[config.mk]
export PLATFORM = sky130hd
export DESIGN_NAME = bmf_window
export DESIGN_NICKNAME = d
export VERILOG_FILES = /design/src/hw/rtl/bmf_pkg.sv /design/src/hw/rtl/bmf_window.sv
export SDC_FILE = /design/constraint.sdc
export NUM_CORES = 1
export LEC_CHECK = 0
export BUFFER_PORTS_ARGS = -buffer_cell sky130_fd_sc_hd__buf_2
export CAP_MARGIN = 20
export CORE_MARGIN = 2
export CORE_UTILIZATION = 35
export CTS_BUF_LIST = sky130_fd_sc_hd__clkbuf_4 sky130_fd_sc_hd__clkbuf_8
export DETAILED_ROUTE_END_ITERATION = 7
export PLACE_DENSITY = 0.6
export SLEW_MARGIN = 10
export SYNTH_ARGS = -nofsm -noshare
export SYNTH_HDL_FRONTEND = slang
export SYNTH_SLANG_ARGS = --single-unit
[constraint.sdc]
create_clock -name clk_i -period 5.4 [get_ports clk_i]
set_input_delay 1.62 -clock clk_i [delete_from_list [all_inputs] [get_ports clk_i]]
set_output_delay 1.62 -clock clk_i [all_outputs]
set_load 0.01 [all_outputs]
[src/hw/rtl/bmf_pkg.sv]
// Shared constants, types and register codes of the morphology filter.
package bmf_pkg;

  localparam int unsigned MAX_WIDTH  = 1024;
  localparam int unsigned MAX_HEIGHT = 1024;
  localparam int unsigned MAX_KERNEL = 7;
  localparam int unsigned MIN_DIM    = 8;
  localparam int unsigned MIN_KERNEL = 2;

  localparam int unsigned PIX_W      = 8;
  localparam int unsigned COORD_W    = 10;
  localparam int unsigned DIM_W      = 11;
  localparam int unsigned KSZ_W      = 3;
  localparam int unsigned COL_W      = $clog2(MAX_WIDTH);
  localparam int unsigned ROWPOS_W   = $clog2(MAX_HEIGHT + 2);
  localparam int unsigned STORE_ROWS = MAX_KERNEL - 1;

  localparam int unsigned APB_AW     = 4;
  localparam int unsigned APB_DW     = 32;
  localparam int unsigned OUT_DW     = 32;
  localparam int unsigned OUT_PAD_W  = OUT_DW - PIX_W - 2 * COORD_W;

  localparam logic [PIX_W-1:0] PIX_MAX = 8'hFF;
  localparam logic [PIX_W-1:0] PIX_MIN = 8'h00;

  // Register indexes (byte address / 4)
  localparam logic [1:0] REG_MODE   = 2'd0;
  localparam logic [1:0] REG_KERNEL = 2'd1;
  localparam logic [1:0] REG_WIDTH  = 2'd2;
  localparam logic [1:0] REG_HEIGHT = 2'd3;

  localparam logic [KSZ_W-1:0] KERNEL_RST = 3'd3;
  localparam logic [DIM_W-1:0] WIDTH_RST  = 11'd640;
  localparam logic [DIM_W-1:0] HEIGHT_RST = 11'd480;

  typedef logic [PIX_W-1:0] pix_t;
  // Column of pixels, entry 0 is the newest row
  typedef logic [MAX_KERNEL-1:0][PIX_W-1:0] colvec_t;
  typedef logic [STORE_ROWS-1:0][PIX_W-1:0] storevec_t;

  // Per-column window control handed from the input stage to the window
  typedef struct packed {
    logic             col_zero;    // newest column belongs to the next row
    logic             top_invalid; // newest row lies below the image
    logic             filter;      // center inside the processed region
    logic             erode;
    logic [KSZ_W-1:0] ksize;
  } step_t;

endpackage

[src/hw/rtl/bmf_window.sv]
// Window column shift register and square-window match reduction.
module bmf_window import bmf_pkg::*; (
  input  logic    clk_i,
  input  logic    shift_i,
  input  colvec_t cur_i,
  input  step_t   ctrl_i,
  output pix_t    pixel_o
);

  // win_q[0] is the column just left of cur_i
  colvec_t win_q [MAX_KERNEL-1];

  pix_t match_pix;
  pix_t pv;
  logic hit;
  logic use_px;

  always_ff @(posedge clk_i) begin
    if (shift_i) begin
      win_q[0] <= cur_i;
      for (int d = 1; d < MAX_KERNEL - 1; d++) begin
        win_q[d] <= win_q[d-1];
      end
    end
  end

  always_comb begin
    match_pix = ctrl_i.erode ? PIX_MIN : PIX_MAX;
    hit       = 1'b0;
    pv        = '0;
    use_px    = 1'b0;
    for (int d = 0; d < MAX_KERNEL; d++) begin
      for (int j = 0; j < MAX_KERNEL; j++) begin
        pv     = (d == 0) ? cur_i[j] : win_q[(d == 0) ? 0 : d - 1][j];
        use_px = (d < int'(ctrl_i.ksize)) && (j < int'(ctrl_i.ksize)) &&
                 !((d == 0) && ctrl_i.col_zero) && !((j == 0) && ctrl_i.top_invalid);
        if (use_px && (pv == match_pix)) begin
          hit = 1'b1;
        end
      end
    end
  end

  // Pass-through pixel is one row up in the previous column
  assign pixel_o = ctrl_i.filter ? (hit ? match_pix : ~match_pix) : win_q[0][1];

endmodule

==> metrics.txt <==
Worst Path Required=approximately 3.8 ns; gr ovfl total=0; Initial Utilization=35.8%; Mapped Area=12400 um^2; DRC Markers=0; Max-cap violations=0; Hold Fails Final Rpt=0; I/O pin total=73; Detail Placement HPWL=16.3 mm; Post-synth ARST share=0%; power per cell area=369 nW/um^2; Crit path largest cell delay=approximately 0.52 ns; clk sink count=about 340; main flop type after synthesis=edfxtp_1; number of flip-flops in the largest register=336; ANT nets after route=0; via count=between 7000 and 8000; Final setup viols=0; die width=192 um; critical-path cell list=buf_2 > or4_1 > nor3_1 > a31oi_1 > a31oi_1 > o41ai_2 > a21boi_1 > o211ai_1 > buf_4 > nand3_2 > buf_2; Clock Power Share=37.4%; Rows=68; layout cells sized above 1=approximately 23%; Max Slew Vio Count=0; Clock Path Buffers=3; Cell variety after synth=38; all-layer global routing usage=12.8%; crit end category=output pin; cell chosen for the clock root=clkbuf_8; largest net degree at the start of global routing=132; post-synthesis sequential area ratio=about 80%; area delta synth->final=18.4%; first-pass GRT wire length=36.2 mm; WP buf/inv=3; syn_nets=802; CP top delay family=compound AO/OA/AOI/OAI gates; setup TNS=0 ns; die area=37000 um^2; Peak VDD IR=0.205 mV; min cycle time layout=about 5.3 ns; synth top area cells=edfxtp_1 (81%), nand4_1 (4.9%), nor4_1 (4.6%), nor2_1 (1.5%), nand2_1 (1.3%); worst slack, placed=-0.274 ns; Comb pwr share=3.9%; startpoint types=input pin; WP data arrival=3.68 ns; # port buffers=72; share of the synthesized area in the top cell type=around 81%; worst-margin pin slew=between 0.9 and 1 ns; nets=~940; Largest Register=win_q; drt initial violations=570; crit path max fanout=8; number of synthesized flops with an enable pin=336; Syn Area/Cell=16.9 um^2; postcts setup bufs=0; Synth Instances=737; kind of critical path=in2out; vias in the first global route=between 7000 and 8000; drt via density=5.15; die height=approximately 190 um; Slew HR=36.8%; initial antenna violation count=0; routed length per instance=roughly 17 um; Sw Ratio=21.3%; period utilization=a little over nine tenths; Max Clock Freq=189 MHz; P_int=4.27 mW; ANT cells=0; clock buffer count from CTS=51; Worst-Skew Late Latency=0.58 ns; final wirelength=~23 mm; status=finished, final reports clean; Initial DRT Pass Iterations=5; hold crit path type=reg2reg; htree depth=2; placer's final routability congestion estimate=0.824; Hold WS=0.460 ns; Clk pin slew, worst setup/hold paths=0.06 ns; final setup margin=a little under 0.1 ns; CP max stage cell=or4_1; CTS tree=yes; total power draw=5.42 mW; Regs by FF count=win_q: 336 flops; leakage=4.73 nW; synthesis-stage register bit count=336; total number of yosys warnings=0; Psw=1.15 mW; CORE AREA=34700 um^2; Seq pwr share=between 50% and 60%; Worst Skew=0.0170 ns; Synth area leader=edfxtp_1
## what timing repair did
item                                    4_1_cts  5_1_grt
gates resized for setup                       4       33
hold buffers                                  0        0
pin swaps                                     4       12
endpoints found under the setup margin        8        8
## Yosys cell counts, types with 2 or more instances
cell / n
edfxtp_1: 336
nand4_1: 98
nor4_1: 91
nor2_1: 51
nand2_1: 43
nand3_1: 13
or4_1: 13
a31oi_1: 11
nor3_1: 11
o21ai_0: 9
nand2b_1: 8
a21oi_1: 7
and4_1: 5
buf_6: 5
o21ai_1: 4
and3_1: 3
buf_4: 3
o31ai_1: 3
a211oi_1: 2
nand4b_1: 2
or3_1: 2
## power groups by stage
stage / logic (mW) / clock network, mW / registers (mW)
floorplan: 0.0694 / 0 / 3.20
global placement: 0.194 / 0 / 3.23
detailed placement: 0.196 / 0 / 3.24
CTS: 0.198 / 2.08 / 3.18
global route: 0.231 / 2.19 / 3.21
finish: 0.211 / 2.03 / 3.18
## stage by stage
stage	utilization, %	cells	area (um^2)
after floorplan	-	737	12400
after global placement	38.9	1281	13500
after detailed placement	38.9	1281	13500
after CTS	41.9	1375	14500
after global routing	42.4	1375	14700
final	42.4	1375	14700
## cell type report
cell class | count | area (um^2)
Fill cell | 3156 | 20000
Multi-Input combinational cell | 390 | 2380
Inverter | 1 | 6.26
Clock buffer | 69 | 843
Timing Repair Buffer | 99 | 641
Clock inverter | 25 | 170
Tap cell | 455 | 569
Sequential cell | 336 | 10100
## metal layers
layer | share of wire [%] | GRT usage [%] | vias to the layer above
li1 | - | - | 3415
met5 | 0 | 0 | -
met1 | 41 | 15.1 | 3431
met3 | 6.0 | 3.07 | 45
met4 | 2.5 | 5.02 | 0
met2 | 51 | 22.5 | 193
## worst paths after layout
path,from,endpoint,slack (ns),depth (start not counted)
max reg2reg,win_q[0][10]$_DFFE_PP_,win_q[1][10]$_DFFE_PP_,4.65,0
min reg2reg,win_q[4][15]$_DFFE_PP_,win_q[5][15]$_DFFE_PP_,0.46,0
max,cur_i[44],pixel_o[0],0.1,11
min,win_q[4][15]$_DFFE_PP_,win_q[5][15]$_DFFE_PP_,0.46,0
## cells in the final DEF (no fill, tap or decap), types with 8 or more instances in the layout
cell      netlist  layout
nand3_2         0       8
nand2b_1        8       8
edfxtp_1      336     336
nand2_1        43      43
a31oi_1        11       8
o21ai_0         9       9
nor2_1         51      50
nor4_1         91      90
clkinv_2        0       9
clkbuf_4        0      17
nor3_1         11      10
buf_4           3      23
clkinv_1        0      11
buf_2           1      66
nand4_1        98      98
clkbuf_8        0      52
or4_1          13      13
## logic make-up (layout without fill, tap and decap cells)
family / count (synthesis) / in the layout / synth area share [%]
DFF: 336 / 336 / 81.2
buffers and inverters: 11 / 194 / 0.735
AOI/OAI and AO/OA: 48 / 48 / 2.59
and+or+nand+nor: 342 / 342 / 15.4
Note: power is estimated with default switching activity, not from simulation.
